===== src/assert_macros.svh =====
// Assertion macros for the SLIP deframer RTL.
// Each macro samples on clk and is disabled while arst_n is low.
`ifndef ASSERT_MACROS_SVH
`define ASSERT_MACROS_SVH

// Concurrent assertion: prop is a full property expression.
`define SFDC_ASSERT(lbl, prop) \
	lbl: assert property (@(posedge clk) disable iff (!arst_n) prop) \
		else $error("sfdc assertion failed");

// Next-cycle implication.
`define SFDC_ASSERT_NEXT(lbl, ante, cons) \
	lbl: assert property (@(posedge clk) disable iff (!arst_n) (ante) |=> (cons)) \
		else $error("sfdc next-cycle assertion failed");

`endif


===== src/sfdc_pkg.sv =====
// Shared types, codes and functions for the SLIP deframer with CRC-16 check.
// No dependencies; imported by the interfaces and every module.
package sfdc_pkg;

	localparam int unsigned BYTE_W              = 8;
	localparam int unsigned LEN_W               = 13;
	localparam int unsigned CRC_W               = 16;
	localparam int unsigned CFG_IDX_W           = 3;
	localparam int unsigned CFG_DATA_W          = 16;
	localparam int unsigned MAX_FRAME_BYTES_DEF = 4096;

	localparam logic [BYTE_W-1:0] END_CODE      = 8'hC0;
	localparam logic [BYTE_W-1:0] ESC_CODE      = 8'hDB;
	localparam logic [BYTE_W-1:0] ESC_END_CODE  = 8'hDC;
	localparam logic [BYTE_W-1:0] ESC_ESC_CODE  = 8'hDD;
	localparam logic [BYTE_W-1:0] ESC_XON_CODE  = 8'hDE;
	localparam logic [BYTE_W-1:0] ESC_XOFF_CODE = 8'hDF;
	localparam logic [BYTE_W-1:0] XON_CODE      = 8'h11;
	localparam logic [BYTE_W-1:0] XOFF_CODE     = 8'h13;

	localparam logic [CRC_W-1:0] POLY_RST = 16'h1021;
	localparam logic [CRC_W-1:0] INIT_RST = 16'hFFFF;
	localparam logic [CRC_W-1:0] FXOR_RST = 16'h0000;

	typedef enum logic [CFG_IDX_W-1:0] {
		REG_POLY = 3'd0,
		REG_INIT = 3'd1,
		REG_FXOR = 3'd2,
		REG_REFL = 3'd3,
		REG_HBF  = 3'd4
	} cfg_reg_t;

	typedef struct packed {
		logic [CRC_W-1:0] poly;
		logic [CRC_W-1:0] init;
		logic [CRC_W-1:0] fxor;
		logic             refl;
		logic             hbf;
	} crc_cfg_t;

	typedef struct packed {
		logic [BYTE_W-1:0] payload_byte;
		logic              frame_end;
		logic              frame_good;
		logic              frame_short;
		logic [LEN_W-1:0]  payload_length;
	} frame_res_t;

	function automatic logic [BYTE_W-1:0] unescape(input logic [BYTE_W-1:0] b);
		logic [BYTE_W-1:0] d;
		unique case (b)
			ESC_END_CODE:  d = END_CODE;
			ESC_ESC_CODE:  d = ESC_CODE;
			ESC_XON_CODE:  d = XON_CODE;
			ESC_XOFF_CODE: d = XOFF_CODE;
			default:       d = b;
		endcase
		return d;
	endfunction

	function automatic logic [CRC_W-1:0] crc16_byte(
		input logic [CRC_W-1:0]  crc,
		input logic [BYTE_W-1:0] b,
		input logic [CRC_W-1:0]  poly,
		input logic              refl
	);
		logic [CRC_W-1:0] c;
		logic [CRC_W-1:0] rpoly;
		for (int i = 0; i < CRC_W; i++) begin
			rpoly[i] = poly[CRC_W-1-i];
		end
		if (refl) begin
			c = crc ^ {{(CRC_W-BYTE_W){1'b0}}, b};
			for (int i = 0; i < BYTE_W; i++) begin
				c = c[0] ? ((c >> 1) ^ rpoly) : (c >> 1);
			end
		end else begin
			c = crc ^ {b, {(CRC_W-BYTE_W){1'b0}}};
			for (int i = 0; i < BYTE_W; i++) begin
				c = c[CRC_W-1] ? ((c << 1) ^ poly) : (c << 1);
			end
		end
		return c;
	endfunction

endpackage


===== src/sfdc_ifs.sv =====
// Valid/ready channel interfaces: received line bytes and deframer results.
// Depends on sfdc_pkg for field widths.
interface sfdc_byte_if import sfdc_pkg::*; ();
	logic              valid;
	logic              ready;
	logic [BYTE_W-1:0] rx_byte;

	modport source (output valid, output rx_byte, input ready);
	modport sink (input valid, input rx_byte, output ready);
endinterface

interface sfdc_result_if import sfdc_pkg::*; ();
	logic              valid;
	logic              ready;
	logic [BYTE_W-1:0] payload_byte;
	logic              frame_end;
	logic              frame_good;
	logic              frame_short;
	logic [LEN_W-1:0]  payload_length;

	modport source (output valid, output payload_byte, output frame_end,
		output frame_good, output frame_short, output payload_length, input ready);
	modport sink (input valid, input payload_byte, input frame_end,
		input frame_good, input frame_short, input payload_length, output ready);
endinterface


===== src/sfdc_cfg_regs.sv =====
// CRC configuration register bank behind a plain write port.
// Depends on sfdc_pkg.
module sfdc_cfg_regs import sfdc_pkg::*; (
	input  logic                  clk,
	input  logic                  arst_n,
	input  logic                  cfg_we,
	input  logic [CFG_IDX_W-1:0]  cfg_index,
	input  logic [CFG_DATA_W-1:0] cfg_wdata,
	output crc_cfg_t              cfg
);

	crc_cfg_t cfg_q;

	always_ff @(posedge clk or negedge arst_n) begin
		if (!arst_n) begin
			cfg_q.poly <= POLY_RST;
			cfg_q.init <= INIT_RST;
			cfg_q.fxor <= FXOR_RST;
			cfg_q.refl <= 1'b0;
			cfg_q.hbf  <= 1'b0;
		end else if (cfg_we) begin
			unique case (cfg_reg_t'(cfg_index))
				REG_POLY: cfg_q.poly <= cfg_wdata[CRC_W-1:0];
				REG_INIT: cfg_q.init <= cfg_wdata[CRC_W-1:0];
				REG_FXOR: cfg_q.fxor <= cfg_wdata[CRC_W-1:0];
				REG_REFL: cfg_q.refl <= cfg_wdata[0];
				REG_HBF:  cfg_q.hbf  <= cfg_wdata[0];
				default:  ;
			endcase
		end
	end

	assign cfg = cfg_q;

endmodule


===== src/sfdc_deframer.sv =====
// Frame state and per-byte logic: unescape, CRC holdback, CRC update, frame-end verdict.
// Depends on sfdc_pkg.
module sfdc_deframer import sfdc_pkg::*; #(
	parameter int unsigned MAX_FRAME_BYTES = MAX_FRAME_BYTES_DEF
) (
	input  logic              clk,
	input  logic              arst_n,
	input  crc_cfg_t          cfg,
	input  logic              step,
	input  logic [BYTE_W-1:0] rx_byte,
	output logic              res_valid,
	output frame_res_t        res
);

	localparam int unsigned CNT_W = $clog2(MAX_FRAME_BYTES + 1);

	logic              esc_q;
	logic [1:0]        held_count_q;
	logic [BYTE_W-1:0] held0_q;
	logic [BYTE_W-1:0] held1_q;
	logic [CRC_W-1:0]  crc_q;
	logic [CNT_W-1:0]  cnt_q;

	logic              is_data;
	logic              is_end;
	logic              is_esc;
	logic [BYTE_W-1:0] data;
	logic              emit;
	logic [CRC_W-1:0]  crc_base;
	logic [CRC_W-1:0]  crc_calc;
	logic [CRC_W-1:0]  crc_rx;
	logic              shrt;
	logic [LEN_W-1:0]  len;

	always_comb begin
		is_data = 1'b0;
		is_end  = 1'b0;
		is_esc  = 1'b0;
		data    = rx_byte;
		priority if (esc_q) begin
			is_data = 1'b1;
			data    = unescape(rx_byte);
		end else if (rx_byte == END_CODE) begin
			is_end = 1'b1;
		end else if (rx_byte == ESC_CODE) begin
			is_esc = 1'b1;
		end else begin
			is_data = 1'b1;
		end
	end

	generate
		if (CNT_W >= LEN_W) begin : g_len_trunc
			assign len = cnt_q[LEN_W-1:0];
		end else begin : g_len_ext
			assign len = {{(LEN_W-CNT_W){1'b0}}, cnt_q};
		end
	endgenerate

	assign emit     = is_data && (held_count_q == 2'd2);
	assign crc_base = (cnt_q == '0) ? cfg.init : crc_q;
	assign crc_calc = crc_base ^ cfg.fxor;
	assign crc_rx   = cfg.hbf ? {held0_q, held1_q} : {held1_q, held0_q};
	assign shrt     = (held_count_q != 2'd2);

	always_comb begin
		res = '0;
		if (is_end) begin
			res.frame_end      = 1'b1;
			res.frame_short    = shrt;
			res.frame_good     = !shrt && (crc_calc == crc_rx);
			res.payload_length = len;
		end else begin
			res.payload_byte = held0_q;
		end
	end

	assign res_valid = is_end || emit;

	always_ff @(posedge clk or negedge arst_n) begin
		if (!arst_n) begin
			esc_q        <= 1'b0;
			held_count_q <= 2'd0;
			cnt_q        <= '0;
		end else if (step) begin
			esc_q <= is_esc;
			if (is_end) begin
				held_count_q <= 2'd0;
				cnt_q        <= '0;
			end else if (is_data) begin
				if (!emit) begin
					held_count_q <= held_count_q + 2'd1;
				end else if (cnt_q < CNT_W'(MAX_FRAME_BYTES)) begin
					cnt_q <= cnt_q + 1'b1;
				end
			end
		end
	end

	always_ff @(posedge clk) begin
		if (step && is_data) begin
			if (emit) begin
				crc_q   <= crc16_byte(crc_base, held0_q, cfg.poly, cfg.refl);
				held0_q <= held1_q;
				held1_q <= data;
			end else if (held_count_q == 2'd0) begin
				held0_q <= data;
			end else begin
				held1_q <= data;
			end
		end
	end

endmodule


===== src/slip_frame_decoder_crc16_unit.sv =====
// SLIP deframer with CRC-16 check: input register, deframer logic, result register.
// Path: a transferred byte is held in the input register; any result it causes is registered in the result register.
// Throughput: one byte per cycle while the result channel is not stalled; the byte-wide CRC update sets the clock path.
// Reset: CRC configuration registers return to defaults and the frame state clears; no clearing pass.
// Depends on sfdc_pkg, sfdc_ifs, sfdc_cfg_regs, sfdc_deframer, assert_macros.svh.
`include "assert_macros.svh"

module slip_frame_decoder_crc16_unit import sfdc_pkg::*; #(
	parameter int unsigned MAX_FRAME_BYTES = MAX_FRAME_BYTES_DEF
) (
	input  logic                  clk,
	input  logic                  arst_n,
	input  logic                  cfg_we,
	input  logic [CFG_IDX_W-1:0]  cfg_index,
	input  logic [CFG_DATA_W-1:0] cfg_wdata,
	sfdc_byte_if.sink             rx,
	sfdc_result_if.source         res
);

	crc_cfg_t          cfg;
	logic              valid_s1;
	logic [BYTE_W-1:0] byte_s1;
	logic              adv_s1;
	logic              core_valid;
	frame_res_t        core_res;
	logic              out_valid_q;
	frame_res_t        result_q;

	sfdc_cfg_regs u_cfg (
		.clk       (clk),
		.arst_n    (arst_n),
		.cfg_we    (cfg_we),
		.cfg_index (cfg_index),
		.cfg_wdata (cfg_wdata),
		.cfg       (cfg)
	);

	sfdc_deframer #(
		.MAX_FRAME_BYTES (MAX_FRAME_BYTES)
	) u_deframer (
		.clk       (clk),
		.arst_n    (arst_n),
		.cfg       (cfg),
		.step      (adv_s1),
		.rx_byte   (byte_s1),
		.res_valid (core_valid),
		.res       (core_res)
	);

	assign adv_s1   = valid_s1 && (!out_valid_q || res.ready);
	assign rx.ready = !valid_s1 || adv_s1;

	always_ff @(posedge clk or negedge arst_n) begin
		if (!arst_n) begin
			valid_s1 <= 1'b0;
		end else if (rx.valid && rx.ready) begin
			valid_s1 <= 1'b1;
		end else if (adv_s1) begin
			valid_s1 <= 1'b0;
		end
	end

	always_ff @(posedge clk) begin
		if (rx.valid && rx.ready) begin
			byte_s1 <= rx.rx_byte;
		end
	end

	always_ff @(posedge clk or negedge arst_n) begin
		if (!arst_n) begin
			out_valid_q <= 1'b0;
		end else if (adv_s1 && core_valid) begin
			out_valid_q <= 1'b1;
		end else if (res.ready) begin
			out_valid_q <= 1'b0;
		end
	end

	always_ff @(posedge clk) begin
		if (adv_s1 && core_valid) begin
			result_q <= core_res;
		end
	end

	assign res.valid          = out_valid_q;
	assign res.payload_byte   = result_q.payload_byte;
	assign res.frame_end      = result_q.frame_end;
	assign res.frame_good     = result_q.frame_good;
	assign res.frame_short    = result_q.frame_short;
	assign res.payload_length = result_q.payload_length;

	`SFDC_ASSERT_NEXT(a_result_loaded, adv_s1 && core_valid, out_valid_q)
	`SFDC_ASSERT_NEXT(a_s1_holds, valid_s1 && !adv_s1, valid_s1 && $stable(byte_s1))
	`SFDC_ASSERT(a_end_fields, out_valid_q && result_q.frame_end |-> result_q.payload_byte == '0)
	`SFDC_ASSERT(a_end_verdict, out_valid_q && result_q.frame_short |-> !result_q.frame_good)
	`SFDC_ASSERT(a_no_overwrite, out_valid_q && !res.ready |-> !adv_s1)

endmodule

===== src/flat_wrapper.sv =====
// flat-port wrapper written by rule: the top's interface ports become plain ports
module slip_frame_decoder_crc16_unit_flat import sfdc_pkg::*;
#(
	parameter int unsigned MAX_FRAME_BYTES = MAX_FRAME_BYTES_DEF
)
  (clk, arst_n, cfg_we, cfg_index, cfg_wdata, rx_valid, rx_rx_byte, rx_ready, res_valid, res_payload_byte, res_frame_end, res_frame_good, res_frame_short, res_payload_length, res_ready);
  sfdc_byte_if rx_i ();
  sfdc_result_if res_i ();
  input  logic clk;
  input  logic arst_n;
  input  logic cfg_we;
  input  logic [CFG_IDX_W-1:0] cfg_index;
  input  logic [CFG_DATA_W-1:0] cfg_wdata;
  input wire logic [$bits(rx_i.valid)-1:0] rx_valid;
  input wire logic [$bits(rx_i.rx_byte)-1:0] rx_rx_byte;
  output wire logic [$bits(rx_i.ready)-1:0] rx_ready;
  output wire logic [$bits(res_i.valid)-1:0] res_valid;
  output wire logic [$bits(res_i.payload_byte)-1:0] res_payload_byte;
  output wire logic [$bits(res_i.frame_end)-1:0] res_frame_end;
  output wire logic [$bits(res_i.frame_good)-1:0] res_frame_good;
  output wire logic [$bits(res_i.frame_short)-1:0] res_frame_short;
  output wire logic [$bits(res_i.payload_length)-1:0] res_payload_length;
  input wire logic [$bits(res_i.ready)-1:0] res_ready;
  assign rx_i.valid = rx_valid;
  assign rx_i.rx_byte = rx_rx_byte;
  assign rx_ready = rx_i.ready;
  assign res_valid = res_i.valid;
  assign res_payload_byte = res_i.payload_byte;
  assign res_frame_end = res_i.frame_end;
  assign res_frame_good = res_i.frame_good;
  assign res_frame_short = res_i.frame_short;
  assign res_payload_length = res_i.payload_length;
  assign res_i.ready = res_ready;
  slip_frame_decoder_crc16_unit #(.MAX_FRAME_BYTES(MAX_FRAME_BYTES)) u_core (.clk(clk), .arst_n(arst_n), .cfg_we(cfg_we), .cfg_index(cfg_index), .cfg_wdata(cfg_wdata), .rx(rx_i), .res(res_i));
endmodule

===== config.mk =====
export PLATFORM = sky130hd
export DESIGN_NAME = slip_frame_decoder_crc16_unit_flat
export DESIGN_NICKNAME = d
export VERILOG_FILES = /design/src/sfdc_pkg.sv /design/src/sfdc_ifs.sv /design/src/sfdc_cfg_regs.sv /design/src/sfdc_deframer.sv /design/src/slip_frame_decoder_crc16_unit.sv /design/src/flat_wrapper.sv
export VERILOG_INCLUDE_DIRS = /design/src /design/src/src
export SDC_FILE = /design/constraint.sdc
export NUM_CORES = 1
export LEC_CHECK = 0
export BUFFER_PORTS_ARGS = -buffer_cell sky130_fd_sc_hd__buf_2
export CAP_MARGIN = 20
export CORE_MARGIN = 5
export CORE_UTILIZATION = 50
export CTS_CLUSTER_SIZE = 12
export DETAILED_ROUTE_END_ITERATION = 10
export PLACE_DENSITY = 0.67
export SETUP_SLACK_MARGIN = 0.3
export SYNTH_ARGS = -nofsm -noshare
export SYNTH_HDL_FRONTEND = slang
export SYNTH_SLANG_ARGS = --single-unit

===== constraint.sdc =====
create_clock -name clk -period 15.65 [get_ports clk]
set_input_delay 3.13 -clock clk [delete_from_list [all_inputs] [get_ports clk]]
set_output_delay 3.13 -clock clk [all_outputs]
set_load 0.01 [all_outputs]

==> results.cfg, run 1 <==
[route]
drt_first_pass_iters = 5
ant_nets = 0
finalWirelength_mm = 30.1
routedWlPerCell_um = 20.3
vias = 8762
dr.first_iter.drc_count = 706
drc_errors = 0
vias_per_cell = 5.92

[clock_tree]
post_cts_resize_count = 0
clk_transition_reported_paths_ns = 0.06
numCtsBuffers = 17
cts_setup_buffers = 0
htreeDepth = 4
clock_path_buffers = 2
cts_tree = done
insertion_delay_ns = 0.42
root_buffer = clkbuf_16
hold_buffers = 0
clock-sinks = 132

[synth]
yosys-top-cells-area = edfxtp_1, xnor2_1, dfrtp_1
synth_seq_area_share = 0.324
syn_avg_cell_area_um2 = 9.46
syn_area_um2 = 11300
synth.top_cell.area_share = 0.171
synthFlopType = edfxtp_1
yosys.area.top_type = edfxtp_1
syn_inst = 1190
synth_warnings = 0
synth_enable_flop_cells = 64
ys_ff_latch = 132
synthesis.nets = 1226
async_flop_share = 0.515
synth_cell_types = 87

[critical_path]
crit_path_max_fanout = 3
crit_start = res_ready
rr_startpoint = u_core.u_deframer.cnt_q[0]
r2r_slack_ns = 9.10
crit_type = in -> out
endpoint_kind = output port
required_ns = 12.52
startpoint_type = input pin
worstPathArrival_ns = 3.57

[placement]
post-place-ws_ns = 8.95
post-dp-hpwl_mm = 21.2
io_buffers = 57
place_congestion = 0.878

[sta]
period_needed_ns = 6.70
hold_viol = 0
max_slew_margin = 0.235
rsz0062_at_grt = false
finalSetupViolations = 0
setup_ws_ns = 8.95
fin_tns_setup_ns = 0
post-route-period-util = 0.428
max_freq_ghz = 0.149
finClkSkew_ns = 0.0120
final_max_slew_viol_count = 0
worst_pin_slew_ns = 1.15

[grt]
grt.overflow.total = 0
grt_first_pass_wirelength_mm = 48.2
grt_usage = 0.236
grt_pass1_vias = 8423
grt_max_degree = 69
antenna_found_initial = 0

[floorplan]
ios = 58
start_util = 0.512
die_x_um = 160
die_h_um = 160
core.rowCount = 54
coreArea_um2 = 22000
fp.dieArea_um2 = 25600

[status]
status = finished, final reports clean

[final_layout]
areaGrowthSynthToFinish_pct = 8.35
drive_gt1_frac = 0.179
diodes = 0
finalNetCount = 1223

[hold_path]
hold_start = u_core.u_deframer.held_count_q[0]
hold_class = reg -> reg

[run]
maxCapViolCount = 0
[metrics by stage]
step	hold slack, ns	cell area, µm²	util	std cells
floorplan	0.453	11300	-	1190
global placement	0.476	11600	0.529	1446
detailed placement	0.485	11600	0.529	1446
CTS	0.493	12200	0.554	1478
global route	0.524	12200	0.555	1480
finish	0.493	12200	0.555	1480
[worst paths after layout]
| check | cells after the start | end |
|---|---|---|
| max in group asynchronous | 2 | u_core.u_cfg.cfg[47] |
| min in group asynchronous | 2 | u_core.res.valid |
| worst min-delay path | 1 | u_core.u_deframer.held_count_q[0] |
| worst max-delay path | 3 | rx_ready |
| worst max register to register | 16 | u_core.u_deframer.crc_q[6] |
| worst min register to register | 1 | u_core.u_deframer.held_count_q[0] |
[layout make-up]
| cell class | count | area, µm² |
|---|---|---|
| well taps | 280 | 350 |
| fillers | 1925 | 9770 |
| flip-flops and latches | 132 | 3650 |
| inverters | 16 | 60.1 |
| multi-input cells | 946 | 7160 |
| repair buffers | 74 | 417 |
| clock buffers | 19 | 433 |
| clock inverters | 13 | 125 |
[flip-flops by register name, indices dropped and copies added, names as in the netlist, 2 cells and up]
signal,flops
u_core.res.payload_byte,8
u_core.byte_s1,8
u_core.u_deframer.held0_q,8
u_core.u_deframer.crc_q,16
u_core.u_deframer.held1_q,8
u_core.u_cfg.cfg,50
u_core.u_deframer.held_count_q,2
u_core.res.payload_length,13
u_core.u_deframer.cnt_q,13
[layout by cell type, fill, tap and decap left out, types with 19 or more instances in the layout]
master and instances:
mux2_2 60, xnor2_1 167, dfrtp_1 49, dfstp_2 19, and2_1 31, o21ai_0 36
nand3_1 42, nor2_1 55, buf_2 57, nand2_1 203, xor2_1 48, edfxtp_1 64
xnor3_1 30, mux2i_1 44
[worst max-delay path, stage by stage]
cell and delay (ns):
buf_2 0.10, nand3b_1 0.18, buf_2 0.16
[layer usage]
layer  global-route usage  part of all wire
met1                0.337              0.44
met2                0.373              0.46
met3               0.0371             0.071
met4               0.0700             0.025
met5                    0                 0
[synth_stat cells, types with 8 or more instances]
cell type	number
nand2_1	203
xnor2_1	167
clkbuf_1	73
edfxtp_1	64
mux2_2	60
nor2_1	55
dfrtp_1	49
xor2_1	48
mux2i_1	44
nand3_1	42
o21ai_0	36
and2_1	31
xnor3_1	30
dfstp_2	19
a21oi_1	17
inv_1	16
nor3_1	13
nand4_1	12
a31oi_1	11
nor2b_1	11
buf_2	9
o21ai_1	9
a21boi_1	8
and3_1	8
[logic make-up after synthesis]
| group | share of synthesized area |
|---|---|
| xor+xnor | 0.235 |
| buf+inv | 0.0428 |
| flops | 0.324 |
| compound gates | 0.100 |
| mux | 0.103 |
| simple gates | 0.190 |
| fa+ha+maj | 0.00445 |
Power of run 1 is not shown: default switching activity piles up to over one toggle a cycle in this logic, so the estimate is an artifact.
==> inputs of run 2 (changes only) <==
--- a/config.mk
+++ b/config.mk
@@ -12,7 +12,7 @@
 export CORE_UTILIZATION = 50
 export CTS_CLUSTER_SIZE = 12
 export DETAILED_ROUTE_END_ITERATION = 10
-export PLACE_DENSITY = 0.67
+export PLACE_DENSITY = 0.7
 export SETUP_SLACK_MARGIN = 0.3
 export SYNTH_ARGS = -nofsm -noshare
 export SYNTH_HDL_FRONTEND = slang
==> constraint.sdc (replaced) <==
create_clock -name clk -period 5.85 [get_ports clk]
set_input_delay 1.17 -clock clk [delete_from_list [all_inputs] [get_ports clk]]
set_output_delay 1.17 -clock clk [all_outputs]
set_load 0.01 [all_outputs]
==> run 2 against run 1 <==
Effect of this change: non-clock buffer count up 36; routed wire length up 3.7%; hold slack better by 0.018 ns; register-to-register slack worse by 8.6 ns; clock-buffer cell count down 2; critical path depth up 14; first-iteration DRC count up 25%; setup slack worse by 8.5 ns; die area unchanged; core utilization up 2.0 points.
==> results.cfg, run 2 (synthesis results as in run 1) <==
[status]
status = finished, final reports clean

[route]
ant_nets = 0
routedWlPerCell_um = 20.6
vias = 9044
drc_errors = 0
finalWirelength_mm = 31.2
dr.first_iter.drc_count = 885
drt_first_pass_iters = 5
vias_per_cell = 5.96

[critical_path]
worstPathArrival_ns = 5.55
endpoint = u_core.u_deframer.crc_q[11]
critical_path.max_stage_delay_ns = 0.58
slowest_stage = or4_1
required_ns = 6.01
r2r_slack_ns = 0.46
startpoint_type = flip-flop
path_cells = inv_1, ha_1, or4b_4, o32ai_4, nand3_2, a211o_1, mux2_4, a311o_1, or4_1, a311o_1, and4_1, nor4_4, buf_4, buf_2, o21ai_1, xnor3_1, mux2i_1
crit_top_cell = a311o_1
crit_path_max_fanout = 6
endpoint_kind = flip-flop
r2r_cells = 17
crit_start = u_core.u_deframer.cnt_q[0]
crit_type = reg -> reg
reg2reg_to = u_core.u_deframer.crc_q[11]
rr_startpoint = u_core.u_deframer.cnt_q[0]

[floorplan]
start_util = 0.512
core.rowCount = 54
die_x_um = 160
ios = 58
fp.dieArea_um2 = 25600
die_h_um = 160
coreArea_um2 = 22000

[sta]
final_max_slew_viol_count = 0
hold_viol = 0
period_needed_ns = 5.39
finalSetupViolations = 0
finClkSkew_ns = 0.0151
setup_ws_ns = 0.464
max_freq_ghz = 0.186
post-route-period-util = 0.921
max_slew_margin = 0.334
rsz0062_at_grt = false
worst_pin_slew_ns = 0.997
fin_tns_setup_ns = 0

[grt]
met2_usage = 0.380
busiest_layer = met2
use_met1 = 0.330
grt_pass1_vias = 8555
grt_first_pass_wirelength_mm = 48.5
antenna_found_initial = 0
grt_usage = 0.239
grt.overflow.total = 0
met3_usage = 0.0456
grt_max_degree = 69

[final_layout]
final_common_cell = nand2_1
multi_input_area_um2 = 7280
areaGrowthSynthToFinish_pct = 12.2
diodes = 0
fill_cells = 1846
finalNetCount = 1260
drive_gt1_frac = 0.219
regArea_um2 = 3650
final_cells = 1517
final_cell_mix = nand2_1, xnor2_1, edfxtp_1
largest_reg_flops = 50

[placement]
place_congestion = 0.937
post-place-ws_ns = 0.231
place_inst = 1471
io_buffers = 57
post-dp-hpwl_mm = 22.4

[clock_tree]
cts_tree = done
clk_transition_reported_paths_ns = 0.07
htreeDepth = 4
numCtsBuffers = 17
clock_path_buffers = 2
hold_buffers = 0
insertion_delay_ns = 0.43
clock-sinks = 132
root_buffer = clkbuf_16

[run]
maxCapViolCount = 0

[hold_path]
hold_class = reg -> reg
hold_start = u_core.u_deframer.held_count_q[0]
run 2: layer usage:
layer,vias to the layer above,part of all wire,wire (µm)
li1,4198,-,-
met1,4462,0.44,13700
met2,332,0.47,14800
met3,52,0.065,2030
met4,0,0.023,713
met5,-,0,0
run 2: what timing repair did:
action / in CTS / in global routing
pin swaps: 0 / 7
endpoints found under the setup margin: 8 / 15
gates cloned: 0 / 2
gates resized for setup: 4 / 20
buffers inserted: 0 / 9
run 2: stage by stage:
step / cell area [µm²] / util / hold WS, ns
after global placement: 11800 / 0.537 / 0.474
after global routing: 12600 / 0.575 / 0.548
after CTS: 12400 / 0.566 / 0.515
after floorplan: 11300 / - / 0.453
after detailed placement: 11800 / 0.537 / 0.506
final: 12600 / 0.575 / 0.511
run 2: final cells by class:
type                            count  share of cell area
Multi-Input combinational cell    947               0.576
Sequential cell                   132               0.289
Timing Repair Buffer              110              0.0545
Clock buffer                       17              0.0337
Tap cell                          280              0.0277
Clock inverter                     15              0.0145
Inverter                           16             0.00476
run 2: how the worst min path moves through the flow:
stage,end,cells past startpoint
finish,u_core.u_deframer.held_count_q[0],1
global route,u_core.u_cfg.cfg[2],1
CTS,u_core.u_deframer.held_count_q[0],1
detailed placement,u_core.u_deframer.held_count_q[0],1
global placement,u_core.u_deframer.held_count_q[0],1
floorplan,u_core.u_deframer.held_count_q[0],1
run 2: worst max-delay path, delay by kind of cell (launching register included):
kind / cells / cell delay [ns]
compound gates: 5 / 1.52
buf+inv: 3 / 0.49
simple gates: 5 / 1.73
xor+xnor: 1 / 0.40
flops: 1 / 0.40
mux: 2 / 0.40
fa+ha+maj: 1 / 0.20
Power of run 2 is left out for the same reason.
==> inputs of run 3 (changes only) <==
--- a/config.mk
+++ b/config.mk
@@ -8,11 +8,13 @@
 export LEC_CHECK = 0
 export BUFFER_PORTS_ARGS = -buffer_cell sky130_fd_sc_hd__buf_2
 export CAP_MARGIN = 20
+export CORE_ASPECT_RATIO = 0.75
 export CORE_MARGIN = 5
 export CORE_UTILIZATION = 50
 export CTS_CLUSTER_SIZE = 12
 export DETAILED_ROUTE_END_ITERATION = 10
 export PLACE_DENSITY = 0.7
+export REMOVE_ABC_BUFFERS = 1
 export SETUP_SLACK_MARGIN = 0.3
 export SYNTH_ARGS = -nofsm -noshare
 export SYNTH_HDL_FRONTEND = slang
==> run 3 against run 2 <==
Effect of this change: hold slack lost 0.012 ns; design area grew 0.93%; setup slack gained 0.032 ns; critical endpoint is now u_core.u_deframer.crc_q[4].
==> results.cfg, run 3 (synthesis results as in run 1) <==
[final_layout]
diodes = 0
final_cell_mix = nand2_1, xnor2_1, edfxtp_1
drive_gt1_frac = 0.226
fill_cells = 1954
finalNetCount = 1269
largest_reg_flops = 50
regArea_um2 = 3650
areaGrowthSynthToFinish_pct = 13.3
final_common_cell = nand2_1
final_cells = 1540
fin_area_um2 = 12700
multi_input_area_um2 = 7280

[placement]
io_buffers = 57
place_area_um2 = 11900
post-place-ws_ns = 0.183
post-dp-hpwl_mm = 23.4
place_congestion = 0.930
place_inst = 1493

[sta]
post-route-period-util = 0.915
setup_ws_ns = 0.497
period_needed_ns = 5.35
fin_tns_setup_ns = 0
worst_pin_slew_ns = 0.998
finClkSkew_ns = 0.0162
hold_viol = 0
max_freq_ghz = 0.187
max_slew_margin = 0.333
final_max_slew_viol_count = 0
finalSetupViolations = 0
rsz0062_at_grt = false

[grt]
grt_pass1_vias = 8775
grt_usage = 0.249
antenna_found_initial = 0
grt_max_degree = 69
grt_first_pass_wirelength_mm = 50.1
grt.overflow.total = 0

[critical_path]
startpoint_type = flip-flop
required_ns = 6.02
worstPathArrival_ns = 5.52
crit_type = reg -> reg
crit_path_max_fanout = 10
endpoint_kind = flip-flop

[clock_tree]
insertion_delay_ns = 0.43
root_buffer = clkbuf_16
clk_transition_reported_paths_ns = 0.07
cts_tree = done
clock-sinks = 132
numCtsBuffers = 17
clock_path_buffers = 2
htreeDepth = 4

[run]
maxCapViolCount = 0

[hold_path]
hold_class = reg -> reg

[route]
ant_nets = 0
dr.first_iter.drc_count = 1194
drc_errors = 0
finalWirelength_mm = 32.4
vias = 9236
routedWlPerCell_um = 21.0
vias_per_cell = 6.00
drt_first_pass_iters = 6

[floorplan]
die_h_um = 140
fp.dieArea_um2 = 25600
die_x_um = 183
start_util = 0.509
core.rowCount = 47
coreArea_um2 = 22100
ios = 58

[status]
status = finished, final reports clean
run 3: worst paths after layout:
path	start	endpoint	slack, ns	cells after the start
worst min-delay path	u_core.u_deframer.held_count_q[0]	u_core.u_deframer.held_count_q[0]	0.50	1
max in group asynchronous	arst_n	u_core.u_deframer.cnt_q[10]	4.32	2
min in group asynchronous	arst_n	u_core.u_cfg.cfg[41]	0.93	2
worst min register to register	u_core.u_deframer.held_count_q[0]	u_core.u_deframer.held_count_q[0]	0.50	1
worst max register to register	u_core.u_deframer.cnt_q[0]	u_core.u_deframer.crc_q[4]	0.50	19
worst max-delay path	u_core.u_deframer.cnt_q[0]	u_core.u_deframer.crc_q[4]	0.50	19
run 3: final cells by class:
class | instances | share of cell area
clock buffers | 18 | 0.0353
clock inverters | 14 | 0.0140
inverters | 16 | 0.00471
multi-input cells | 947 | 0.571
flip-flops and latches | 132 | 0.286
well taps | 294 | 0.0289
repair buffers | 119 | 0.0602
run 3: through the flow:
| step | hold slack [ns] | util |
|---|---|---|
| CTS | 0.490 | 0.567 |
| detailed placement | 0.481 | 0.538 |
| global route | 0.522 | 0.577 |
| floorplan | 0.445 | - |
| finish | 0.499 | 0.577 |
| global placement | 0.475 | 0.538 |
run 3: what timing repair did:
| item | 4_1_cts | 5_1_grt |
|---|---|---|
| pin swaps | 0 | 9 |
| hold buffers | 0 | 0 |
| setup buffers | 0 | 12 |
| setup endpoints to repair | 12 | 16 |
| cloned | 0 | 1 |
| resized for setup | 4 | 19 |
run 3: worst max-delay path, stage by stage (launching register included):
cell	delay (ns)
dfrtp_1	0.40
inv_1	0.13
ha_1	0.20
or4b_4	0.56
nor4_4	0.34
nor2_1	0.10
buf_4	0.20
o31a_1	0.32
or4b_1	0.54
nand3_2	0.15
xnor3_1	0.40
nor2_1	0.14
o32ai_1	0.15
nor4_2	0.27
buf_4	0.17
nor4_4	0.03
buf_4	0.17
o21ai_0	0.16
xnor3_1	0.40
mux2_2	0.27
run 3: per-layer routing:
| metal | routed length, µm | up-vias | global-route usage |
|---|---|---|---|
| li1 | - | 4222 | - |
| met1 | 14700 | 4480 | 0.387 |
| met2 | 13800 | 489 | 0.357 |
| met3 | 3300 | 45 | 0.0482 |
| met4 | 526 | 0 | 0.0607 |
| met5 | 0 | - | 0 |
Power of run 3 is left out for the same reason.
